<file path="config.mk">
export PLATFORM = sky130hd
export DESIGN_NAME = slot_pool_allocator
export DESIGN_NICKNAME = d
export VERILOG_FILES = /design/src/hw/rtl/spa_pkg.sv /design/src/hw/rtl/spa_ctrl.sv /design/src/hw/rtl/spa_datapath.sv /design/src/hw/rtl/slot_pool_allocator.sv
export SDC_FILE = /design/constraint.sdc
export NUM_CORES = 1
export LEC_CHECK = 0
export BUFFER_PORTS_ARGS = -buffer_cell sky130_fd_sc_hd__buf_2
export CELL_PAD_IN_SITES_DETAIL_PLACEMENT = 0
export CELL_PAD_IN_SITES_GLOBAL_PLACEMENT = 1
export CORE_MARGIN = 5
export CORE_UTILIZATION = 45
export DETAILED_ROUTE_END_ITERATION = 12
export GPL_TIMING_DRIVEN = 0
export PLACE_DENSITY = 0.78
export SKIP_CTS_REPAIR_TIMING = 1
export SLEW_MARGIN = 20
export SYNTH_ARGS = -nofsm -noshare
export SYNTH_HDL_FRONTEND = slang
export SYNTH_SLANG_ARGS = --single-unit
</file>
<file path="constraint.sdc">
create_clock -name clk_i -period 5.9 [get_ports clk_i]
set_clock_uncertainty 0.05 [all_clocks]
set_input_delay 1.18 -clock clk_i [delete_from_list [all_inputs] [get_ports clk_i]]
set_output_delay 1.18 -clock clk_i [all_outputs]
set_load 0.005 [all_outputs]
</file>
<file path="src/hw/rtl/spa_pkg.sv">
// Shared constants and control types for the slot pool allocator.
`default_nettype none

package spa_pkg;

  localparam int Slots   = 64;
  localparam int SlotW   = $clog2(Slots);
  localparam int CapW    = 7;
  localparam int BytesW  = 13;
  localparam int OffW    = 18;
  localparam int CntW    = 7;
  localparam int CfgIdxW = 2;
  localparam int ProdW   = SlotW + BytesW;

  localparam logic [BytesW-1:0] MaxElemBytes = BytesW'(4096);

  // input word modes; the fourth code does nothing
  localparam logic [1:0] ModeAlloc  = 2'd0;
  localparam logic [1:0] ModeLookup = 2'd1;
  localparam logic [1:0] ModeFree   = 2'd2;

  // configuration register indexes
  localparam logic [CfgIdxW-1:0] CfgPoolCapacity = CfgIdxW'(0);
  localparam logic [CfgIdxW-1:0] CfgElementBytes = CfgIdxW'(1);

  typedef struct packed {
    logic load;   // latch an accepted input word
    logic find;   // run the slot searches
    logic apply;  // update the pool and load the output register
  } spa_cmd_t;

  typedef struct packed {
    logic out_blocked;  // output register holds a word that is stalled
  } spa_status_t;

endpackage

`default_nettype wire

</file>
<file path="src/hw/rtl/spa_ctrl.sv">
// Sequencer for the slot pool allocator: accept, search, apply.
`default_nettype none

module spa_ctrl
  import spa_pkg::*;
(
  input  wire logic        clk_i,
  input  wire logic        rst_ni,
  input  wire logic        in_valid_i,
  output logic             in_stall_o,
  input  wire spa_status_t status_i,
  output spa_cmd_t         cmd_o
);

  typedef enum logic [1:0] {
    StIdle,
    StFind,
    StApply
  } state_e;

  state_e state_q, state_d;
  logic   can_load;
  logic   accept;

  assign can_load   = !status_i.out_blocked;
  // a new word may enter while the previous one lands in the output register
  assign in_stall_o = !((state_q == StIdle) || ((state_q == StApply) && can_load));
  assign accept     = in_valid_i && !in_stall_o;

  always_comb begin
    state_d = state_q;
    unique case (state_q)
      StIdle: begin
        if (accept) state_d = StFind;
      end
      StFind: begin
        state_d = StApply;
      end
      StApply: begin
        if (can_load) state_d = accept ? StFind : StIdle;
      end
      default: begin
        state_d = StIdle;
      end
    endcase
  end

  always_comb begin
    cmd_o.load  = accept;
    cmd_o.find  = (state_q == StFind);
    cmd_o.apply = (state_q == StApply) && can_load;
  end

  always_ff @(posedge clk_i or negedge rst_ni) begin
    if (!rst_ni) begin
      state_q <= StIdle;
    end else begin
      state_q <= state_d;
    end
  end

endmodule

`default_nettype wire

</file>
<file path="src/hw/rtl/spa_datapath.sv">
// Occupancy flags, slot searches, counters and output register.
`default_nettype none

module spa_datapath
  import spa_pkg::*;
(
  input  wire logic               clk_i,
  input  wire logic               rst_ni,
  input  wire spa_cmd_t           cmd_i,
  output spa_status_t             status_o,
  input  wire logic [1:0]         in_mode_i,
  input  wire logic [SlotW-1:0]   in_slot_index_i,
  input  wire logic               cfg_write_i,
  input  wire logic [CfgIdxW-1:0] cfg_index_i,
  input  wire logic [BytesW-1:0]  cfg_data_i,
  output logic                    out_valid_o,
  input  wire logic               out_stall_i,
  output logic                    out_ok_o,
  output logic [SlotW-1:0]        out_result_slot_o,
  output logic [OffW-1:0]         out_byte_offset_o,
  output logic [CntW-1:0]         out_taken_count_o,
  output logic [SlotW-1:0]        out_highest_used_o
);

  logic [CapW-1:0]   cap_raw_q;
  logic [BytesW-1:0] bytes_raw_q;
  logic [CapW-1:0]   cap_eff;
  logic [BytesW-1:0] bytes_eff;

  logic [1:0]        mode_q;
  logic [SlotW-1:0]  idx_q;

  logic [Slots-1:0]  taken_q, taken_d;
  logic [CntW-1:0]   count_q, count_d;
  logic [SlotW-1:0]  high_q, high_d;

  // search results
  logic [Slots-1:0]  cap_mask;
  logic [Slots-1:0]  free_mask;
  logic [Slots-1:0]  taken_wo;
  logic [SlotW-1:0]  low_free;
  logic [SlotW-1:0]  high_wo;
  logic              hit;
  logic [SlotW-1:0]  fs_q;
  logic              fany_q;
  logic              hit_q;
  logic [SlotW-1:0]  hiwo_q;

  logic              ok_d;
  logic [SlotW-1:0]  slot_d;
  logic [ProdW-1:0]  prod;

  logic              out_valid_q;
  logic              ok_q;
  logic [SlotW-1:0]  slot_q;
  logic [OffW-1:0]   off_q;
  logic [CntW-1:0]   cnt_out_q;
  logic [SlotW-1:0]  high_out_q;

  always_comb begin
    if (cap_raw_q == '0) begin
      cap_eff = CapW'(1);
    end else if (cap_raw_q > CapW'(Slots)) begin
      cap_eff = CapW'(Slots);
    end else begin
      cap_eff = cap_raw_q;
    end
    if (bytes_raw_q == '0) begin
      bytes_eff = BytesW'(1);
    end else if (bytes_raw_q > MaxElemBytes) begin
      bytes_eff = MaxElemBytes;
    end else begin
      bytes_eff = bytes_raw_q;
    end
  end

  always_ff @(posedge clk_i or negedge rst_ni) begin
    if (!rst_ni) begin
      cap_raw_q   <= CapW'(Slots);
      bytes_raw_q <= BytesW'(1);
    end else if (cfg_write_i) begin
      case (cfg_index_i)
        CfgPoolCapacity: cap_raw_q   <= cfg_data_i[CapW-1:0];
        CfgElementBytes: bytes_raw_q <= cfg_data_i;
        default: ;
      endcase
    end
  end

  always_ff @(posedge clk_i) begin
    if (cmd_i.load) begin
      mode_q <= in_mode_i;
      idx_q  <= in_slot_index_i;
    end
  end

  // priority searches over the flag vector
  always_comb begin
    for (int i = 0; i < Slots; i++) begin
      cap_mask[i] = (CapW'(i) < cap_eff);
    end
    free_mask = ~taken_q & cap_mask;
    taken_wo  = taken_q;
    taken_wo[idx_q] = 1'b0;
    low_free = '0;
    for (int i = Slots - 1; i >= 0; i--) begin
      if (free_mask[i]) low_free = SlotW'(i);
    end
    high_wo = '0;
    for (int i = 0; i < Slots; i++) begin
      if (taken_wo[i]) high_wo = SlotW'(i);
    end
    hit = taken_q[idx_q] && ({1'b0, idx_q} < cap_eff);
  end

  always_ff @(posedge clk_i) begin
    if (cmd_i.find) begin
      fs_q   <= low_free;
      fany_q <= |free_mask;
      hit_q  <= hit;
      hiwo_q <= high_wo;
    end
  end

  always_comb begin
    taken_d = taken_q;
    count_d = count_q;
    high_d  = high_q;
    ok_d    = 1'b0;
    slot_d  = idx_q;
    case (mode_q)
      ModeAlloc: begin
        slot_d = '0;
        if (fany_q) begin
          taken_d[fs_q] = 1'b1;
          count_d = count_q + CntW'(1);
          if (fs_q > high_q) high_d = fs_q;
          ok_d   = 1'b1;
          slot_d = fs_q;
        end
      end
      ModeLookup: begin
        ok_d = hit_q;
      end
      ModeFree: begin
        if (hit_q) begin
          taken_d[idx_q] = 1'b0;
          if (idx_q == high_q) high_d = hiwo_q;
          if (count_q != '0) count_d = count_q - CntW'(1);
          ok_d = 1'b1;
        end
      end
      default: ;
    endcase
  end

  assign prod = slot_d * bytes_eff;

  always_ff @(posedge clk_i or negedge rst_ni) begin
    if (!rst_ni) begin
      taken_q     <= '0;
      count_q     <= '0;
      high_q      <= '0;
      out_valid_q <= 1'b0;
    end else begin
      if (cmd_i.apply) begin
        taken_q     <= taken_d;
        count_q     <= count_d;
        high_q      <= high_d;
        out_valid_q <= 1'b1;
      end else if (out_valid_q && !out_stall_i) begin
        out_valid_q <= 1'b0;
      end
    end
  end

  always_ff @(posedge clk_i) begin
    if (cmd_i.apply) begin
      ok_q       <= ok_d;
      slot_q     <= slot_d;
      off_q      <= ok_d ? prod[OffW-1:0] : '0;
      cnt_out_q  <= count_d;
      high_out_q <= high_d;
    end
  end

  assign status_o.out_blocked = out_valid_q && out_stall_i;

  assign out_valid_o        = out_valid_q;
  assign out_ok_o           = ok_q;
  assign out_result_slot_o  = slot_q;
  assign out_byte_offset_o  = off_q;
  assign out_taken_count_o  = cnt_out_q;
  assign out_highest_used_o = high_out_q;

endmodule

`default_nettype wire

</file>
<file path="src/hw/rtl/slot_pool_allocator.sv">
// Top level of the first-fit slot pool allocator.
//
//   channel | dir | handshake          | payload
//   in      | in  | in_valid/in_stall  | mode, slot_index
//   out     | out | out_valid/out_stall| ok, result_slot, byte_offset, taken_count,
//           |     |                    | highest_used
//   cfg     | in  | cfg_valid/cfg_ready| cfg_index, cfg_data
//
// Each word passes a search step, the lowest-free and highest-used priority
// searches over the 64 flag registers, then an update step that updates the flags and
// multiplies the offset into the output register. The next word is taken in the update step.
// Reset clears all flags and counters at once; capacity 64 and element size 1.
// A stalled output word holds the update cycle until it leaves.
`default_nettype none

module slot_pool_allocator
  import spa_pkg::*;
(
  input  wire logic               clk_i,
  input  wire logic               rst_ni,
  input  wire logic               in_valid_i,
  output logic                    in_stall_o,
  input  wire logic [1:0]         in_mode_i,
  input  wire logic [SlotW-1:0]   in_slot_index_i,
  output logic                    out_valid_o,
  input  wire logic               out_stall_i,
  output logic                    out_ok_o,
  output logic [SlotW-1:0]        out_result_slot_o,
  output logic [OffW-1:0]         out_byte_offset_o,
  output logic [CntW-1:0]         out_taken_count_o,
  output logic [SlotW-1:0]        out_highest_used_o,
  input  wire logic               cfg_valid_i,
  output logic                    cfg_ready_o,
  input  wire logic [CfgIdxW-1:0] cfg_index_i,
  input  wire logic [BytesW-1:0]  cfg_data_i
);

  spa_cmd_t    cmd;
  spa_status_t status;

  assign cfg_ready_o = 1'b1;

  spa_ctrl u_ctrl (
    .clk_i      (clk_i),
    .rst_ni     (rst_ni),
    .in_valid_i (in_valid_i),
    .in_stall_o (in_stall_o),
    .status_i   (status),
    .cmd_o      (cmd)
  );

  spa_datapath u_dp (
    .clk_i              (clk_i),
    .rst_ni             (rst_ni),
    .cmd_i              (cmd),
    .status_o           (status),
    .in_mode_i          (in_mode_i),
    .in_slot_index_i    (in_slot_index_i),
    .cfg_write_i        (cfg_valid_i && cfg_ready_o),
    .cfg_index_i        (cfg_index_i),
    .cfg_data_i         (cfg_data_i),
    .out_valid_o        (out_valid_o),
    .out_stall_i        (out_stall_i),
    .out_ok_o           (out_ok_o),
    .out_result_slot_o  (out_result_slot_o),
    .out_byte_offset_o  (out_byte_offset_o),
    .out_taken_count_o  (out_taken_count_o),
    .out_highest_used_o (out_highest_used_o)
  );

  // a word spends its search cycle behind a raised stall
  a_search_cycle: assert property (@(posedge clk_i) disable iff (!rst_ni)
    in_valid_i && !in_stall_o |=> in_stall_o)
    else $error("input taken during search cycle");

  a_fail_no_offset: assert property (@(posedge clk_i) disable iff (!rst_ni)
    out_valid_o && !out_ok_o |-> out_byte_offset_o == '0)
    else $error("refused word carries an offset");

  a_empty_pool: assert property (@(posedge clk_i) disable iff (!rst_ni)
    out_valid_o && out_taken_count_o == '0 |-> out_highest_used_o == '0)
    else $error("highest used slot set on empty pool");

  a_count_range: assert property (@(posedge clk_i) disable iff (!rst_ni)
    out_valid_o |-> out_taken_count_o <= CntW'(Slots))
    else $error("taken count beyond slot count");

endmodule

`default_nettype wire

</file>
Word-level counts from Yosys, hierarchy flattened --
Index checks and enable logic that the tools add are counted.
Word-level totals: logic and storage cells 310, input bits 28, output and inout port bits 41, register bits 160
Cells by class: reductions and logical operators 34, eq/ne operators 10, mux-type cells 158, multiply operators 1, $add $sub $neg 2, order comparisons 72, bitwise operators 5
Operators with widths (count):
- 5-bit two-way mux | 48
- 6-bit two-way mux | 38
- 6-bit by 7-bit less-than comparator with 1-bit output, first input constant | 32
- 64-bit AND | 2
- 64-bit two-way mux | 2
- 64-bit inverter | 2
- 64-bit one-hot mux with 2 select lines | 1
- 5-bit by 7-bit less-than comparator with 1-bit output, first input constant | 16
- 4-bit two-way mux | 24
- 64-bit OR | 1
- 32-bit OR reduction | 2
- 64-bit OR reduction | 1
- 4-bit by 7-bit less-than comparator with 1-bit output, first input constant | 8
- 3-bit two-way mux | 12
- 7-bit two-way mux | 5
- 16-bit OR reduction | 2
- 3-bit by 7-bit less-than comparator with 1-bit output, first input constant | 4
- 13-bit two-way mux | 2
- 6-bit by 13-bit multiplier with 18-bit output | 1
- 2-bit two-way mux | 8
- 8-bit OR reduction | 2
- 1-bit by 7-bit less-than comparator with 1-bit output, first input constant | 2
- 2-bit by 7-bit less-than comparator with 1-bit output, first input constant | 2
- 6-bit by 7-bit less-than comparator with 1-bit output, second input constant | 2
- 31 further kinds | 63

Depth between registers and ports, before layout --
word-level depth 68, depth in mapped cells 23, mapped depth without buffers 21

Modules after synthesis --
Synthesis repeated with hierarchy kept, for this count alone.
Second synthesis, totals: cells, all modules 1459, area, all modules 12558.3 µm²
Modules (own cells, without submodules):
- spa_datapath | times used 1, area each 12430.7 µm², sequential area each 4256.6 µm², cells each 1445
- spa_ctrl | times used 1, area each 116.4 µm², sequential area each 50.0 µm², cells each 12
- slot_pool_allocator | times used 1, area each 11.3 µm², sequential area each 0.0 µm², cells each 2

Worst setup path after synthesis --
Ideal clock, no wire load.
kind flip-flop to flip-flop, from register u_dp.mode_q[0], to register u_dp.off_q[16], in the netlist u_dp.out_byte_offset_o[16] (data pin), clock period less this slack 5.168 ns, path buffers 3, data required time 5.584 ns, stages on the path, launching flop included 21, arrival 4.852 ns, setup slack 0.732 ns, library setup time 0.266 ns, cells stage by stage edfxtp_1 > inv_1 > ha_1 > clkbuf_1 > clkbuf_1 > nand3_1 > o21ai_0 > clkbuf_1 > nand2_1 > fa_1 > fa_1 > fa_1 > inv_1 > ha_1 > a21oi_1 > o21ba_2 > o31ai_1 > a211oi_1 > o31ai_1 > xnor2_1 > nor2_1
On the way: longest elaborated chain between the ends 3, elaborated cells between the ends (all ways) 6, those cells by class mul (1); eq/ne (2); mux (2); reduce/logical (1)
RTL lines:
- start, declared | line spa_datapath.sv:30 | logic [1:0] mode_q;
- start signal, assigned | line spa_datapath.sv:92 | mode_q <= in_mode_i;
- 2-bit zero test | line spa_datapath.sv:131 | case (mode_q)
- 6-bit two-way mux | line spa_datapath.sv:131
- via u_dp.slot_d[3] | line spa_datapath.sv:50 | logic [SlotW-1:0] slot_d;
- 6-bit by 13-bit multiplier with 18-bit output | line spa_datapath.sv:157 | assign prod = slot_d * bytes_eff;
- end signal, assigned | line spa_datapath.sv:181 | off_q <= ok_d ? prod[OffW-1:0] : '0;
- end, declared | line spa_datapath.sv:56 | logic [OffW-1:0] off_q;
The timed path passes the listed nets, and every way through them passes these cells. A chain may end at the register's enable or synchronous reset.

Final worst setup path --
from register u_dp.idx_q[4], to register u_dp.off_q[16], in the netlist u_dp.out_byte_offset_o[16] (data pin)
On the way: longest elaborated chain between the ends 2
RTL lines:
- start, declared | line spa_datapath.sv:31 | logic [SlotW-1:0] idx_q;
- start signal, assigned | line spa_datapath.sv:93 | idx_q <= in_slot_index_i;
- 6-bit two-way mux | line spa_datapath.sv:131
- via u_dp.slot_d[4] | line spa_datapath.sv:50
- 6-bit by 13-bit multiplier with 18-bit output | line spa_datapath.sv:157
The timed path passes the listed nets, and every way through them passes these cells.

==> qor.yml <==
outcome:
  run_status: "completed"
drt:
  drt_drc_violations_left: 0
  via_per_inst: 6.216
  detailedRoute.firstPassIterationCount: 6
  drtIter0Drc: 1307
  routed_wire_length_per_instance_um: 22.80
  ant_nets: 0
  total_routed_length_um: 44990
  via_count: 12270
cts:
  clock_tree.htree_level_count: 4
  cts_made_buffers: 17
  cts.clk_slew.worst_paths_ps: 80
  tritoncts_clock_tree: "built"
  tritoncts_num_sinks: 160
  clk-insertion-delay-late_ps: 450
  clockBufferDepth: 2
  clock-root-buffer: "sky130_fd_sc_hd__clkbuf_16"
layout:
  multi_input_comb_area_um2: 7815
  finalNetCount: 1697
  drive_gt1_share_pct: 13.48
  post_synthesis_to_final_layout_area_growth_pct: 11.96
  finalNonFillerCells: 1973
  fill_cells: 2712
  final-seq-area_um2: 4307
  num_antenna_cells: 0
critical_path:
  critical_path.max_fanout: 10
  crit_start_category: "register"
  worst_r2r_endpoint: "u_dp.out_byte_offset_o[16]"
  reg2reg_from: "u_dp.idx_q[4]"
  reg2reg_slack_ps: 330
  worst_ep_arrival_time_ps: 5700
  reg2regPathDepth: 17
  required_ps: 6030
  timing_worst_setup_path_type: "register to register"
  worstSetupEndpointType: "register"
global_routing:
  antenna_found_initial: 1
  globalRouteOverflowTotal: 0
  grt_util_all_layers_pct: 28.51
  grt_pass1_wl_um: 70010
  number_of_global_route_vias_before_repair: 12080
  maximum_number_of_pins_on_one_net_before_global_route_repair: 79
power:
  power.share.switching_pct: 41.70
  share_seq_of_total_power_pct: 33.1
  power.clock.fraction_pct: 25.4
  p_int_mw: 2.644
  p_per_area_nw_per_um2: 315.6
  max-vdd-ir-drop_mv: 0.1604
  switchingPower_mw: 1.891
  share_of_power_burned_in_combinational_logic_pct: 41.5
  leakagePower_nw: 6.136
sta:
  max_clock_freq_mhz: 179.6
  timing.final.crit_period_ps: 5566
  timing.slew.headroom_pct: 18.69
  slew_violations: 0
  timing.final.setup_violations: 0
  setup_slack_ps: 333.6
  fin_crit_sh_pct: 94.35
  timing.hold.ws_ps: 482.8
  worst-slew-pin-transition_ps: 1210
  final_hold_viol_count: 0
synthesis:
  synth.distinct_cells: 90
  synth_fp_nets: 1610
  synth_enable_flop_cells: 60
  post-synth-top-area-cell: "sky130_fd_sc_hd__dfrtp_1"
  ffs_w_async_s_r_synth_pct: 62.50
  synth.yosys.seq_area_share_pct: 33.55
  synth.cell_area_um2: 12840
  synthesis.area_per_instance_um2: 8.586
  ys_top_cells_by_area: "sky130_fd_sc_hd__dfrtp_1 (19%), sky130_fd_sc_hd__edfxtp_1 (14%), sky130_fd_sc_hd__a21oi_1 (7.8%), sky130_fd_sc_hd__fa_1 (6.9%), sky130_fd_sc_hd__nand2_1 (4.8%)"
  synth-warning-count: 0
  yosys.area.top_type_share_pct: 19.11
  number_of_cells_produced_by_synthesis: 1495
  synthFlopType: "sky130_fd_sc_hd__dfrtp_1"
  yosys_register_bits: 160
hold_path:
  hold_class: "register to register"
  min_to: "u_dp.bytes_raw_q[11]"
  hold_path.startpoint: "u_dp.bytes_raw_q[11]"
  min_path_cells: 1
floorplanning:
  floorplan.core_area_um2: 28010
  die_area_um2: 32000
  die_x_extent_um: 178.9
  rows: 61
  die_y_um: 178.9
  initial_utilization_pct: 45.83
  boundaryPins: 69
placement:
  dpl.hpwl_um: 35230
  port-buffer-count: 67
  gpl.final_weighted_congestion: 0.9758
  post-place-ws_ps: -420.7
  inst_count_dp: 1941
run:
  maxCapViolations: 0
==> routing by layer <==
layer | share of wire, % | vias up | track usage, %
met4 | 4.1 | 2 | 10.94
met3 | 7.0 | 133 | 4.302
met5 | 0.027 | - | 0
met2 | 46 | 590 | 46.11
met1 | 43 | 5941 | 38.63
li1 | - | 5599 | -
==> worst max path at each step <==
| stage | start | cells after the start | to | slack (ps) |
|---|---|---|---|---|
| floorplan | u_dp.mode_q[0] | 20 | u_dp.out_byte_offset_o[16] | 730 |
| global placement | u_dp.mode_q[0] | 21 | u_dp.out_byte_offset_o[17] | -400 |
| detailed placement | u_dp.mode_q[0] | 21 | u_dp.out_byte_offset_o[17] | -420 |
| CTS | u_dp.mode_q[0] | 21 | u_dp.out_byte_offset_o[17] | -460 |
| global route | u_dp.mode_q[0] | 20 | u_dp.out_byte_offset_o[16] | -20 |
| finish | u_dp.idx_q[4] | 17 | u_dp.out_byte_offset_o[16] | 330 |
==> state kept, by name (all words and copies together), names as in the netlist <==
name,flops
u_dp.out_byte_offset_o,18
u_dp.high_q,6
u_ctrl.state_q,2
u_dp.fany_q,1
u_dp.out_taken_count_o,7
u_dp.out_ok_o,1
u_dp.taken_q,64
u_dp.bytes_raw_q,13
u_dp.out_valid_o,1
u_dp.out_highest_used_o,6
u_dp.out_result_slot_o,6
u_dp.cap_raw_q,7
u_dp.hit_q,1
u_dp.fs_q,6
u_dp.count_q,7
u_dp.idx_q,6
u_dp.hiwo_q,6
u_dp.mode_q,2
==> metrics by stage <==
stage	area (um^2)	power [mW]	util (%)	TNS, ps
2_1_floorplan	12840	2.816	-	0
3_3_place_gp	13640	3.342	48.71	-1360
3_5_place_dp	13690	3.358	48.88	-1567
4_1_cts	14320	4.514	51.11	-1813
5_1_grt	14370	4.855	51.31	-18.22
6_report	14370	4.535	51.31	0
==> Yosys cell counts (all sizes together), types with 5 or more instances <==
master / number
a21oi: 200
nand2: 165
o21ai: 132
inv: 101
dfrtp: 98
nor2: 78
edfxtp: 60
fa: 44
ha: 43
buf: 38
clkbuf: 36
nor3: 35
and2: 34
nand3: 33
nor2b: 27
mux2: 24
a31oi: 22
a22oi: 20
a21o: 18
a211oi: 17
nand2b: 16
or3: 16
xnor2: 14
nor3b: 13
nor4: 13
nand3b: 12
o211ai: 12
a221oi: 11
a21boi: 10
and3: 10
nand4: 9
o21bai: 9
o31ai: 9
o22ai: 8
a22o: 7
or2: 7
xor2: 7
o21a: 6
or3b: 6
a222oi: 5
a41oi: 5
nand4b: 5
nor4b: 5
==> logic make-up (layout without fill, tap and decap cells) <==
family          count (synthesis)  count (layout)  synth area share [%]
compound gates                530             530                 25.11
buf+inv                       177             277                 5.975
simple gates                  494             494                 20.66
xor+xnor                       21              21                 1.433
flops                         160             160                 33.55
mux                            24              24                 2.105
fa+ha+maj                      88              88                 11.13
other cells                     1               1               0.02921
==> power groups by stage <==
| stage | logic (mW) | registers, mW | clock network, mW |
|---|---|---|---|
| after floorplan | 1.36 | 1.46 | 0 |
| after global placement | 1.83 | 1.52 | 0 |
| after detailed placement | 1.84 | 1.52 | 0 |
| after CTS | 1.85 | 1.50 | 1.17 |
| after global routing | 2.12 | 1.51 | 1.22 |
| final | 1.88 | 1.50 | 1.15 |
==> layout by cell type, fill, tap and decap left out, types with 28 or more instances in the layout <==
master | synthesis | layout
sky130_fd_sc_hd__ha_1 | 43 | 43
sky130_fd_sc_hd__buf_2 | 22 | 89
sky130_fd_sc_hd__and2_1 | 33 | 33
sky130_fd_sc_hd__nor2_1 | 78 | 78
sky130_fd_sc_hd__o21ai_0 | 119 | 112
sky130_fd_sc_hd__clkbuf_1 | 36 | 28
sky130_fd_sc_hd__nand3_1 | 33 | 33
sky130_fd_sc_hd__edfxtp_1 | 60 | 60
sky130_fd_sc_hd__dfrtp_1 | 98 | 98
sky130_fd_sc_hd__nand2_1 | 165 | 165
sky130_fd_sc_hd__fa_1 | 44 | 44
sky130_fd_sc_hd__inv_1 | 101 | 101
sky130_fd_sc_hd__a21oi_1 | 200 | 200
==> layout make-up <==
class                           instances  share of cell area (%)
Buffer                                 74                   2.751
Clock buffer                           17                   2.960
Clock inverter                         15                   1.384
Inverter                              103                   2.699
Multi-Input combinational cell       1158                   54.38
Sequential cell                       160                   29.97
Tap cell                              378                   3.291
Timing Repair Buffer                   68                   2.568
==> critical path, cell delays in order, from the launching register on <==
cell                       delay, ps
sky130_fd_sc_hd__edfxtp_1        620
sky130_fd_sc_hd__buf_2           380
sky130_fd_sc_hd__inv_1           180
sky130_fd_sc_hd__o21ai_2         340
sky130_fd_sc_hd__clkbuf_2        330
sky130_fd_sc_hd__nand2_1         110
sky130_fd_sc_hd__fa_1            520
sky130_fd_sc_hd__fa_1            520
sky130_fd_sc_hd__fa_1            550
sky130_fd_sc_hd__inv_1            40
sky130_fd_sc_hd__ha_1            320
sky130_fd_sc_hd__a21oi_1         110
sky130_fd_sc_hd__o21ba_2         230
sky130_fd_sc_hd__o31ai_2         340
sky130_fd_sc_hd__a211oi_1        170
sky130_fd_sc_hd__o31ai_1         270
sky130_fd_sc_hd__xnor2_1         160
sky130_fd_sc_hd__nor2_1           50
(Power assumes the default switching activity.)
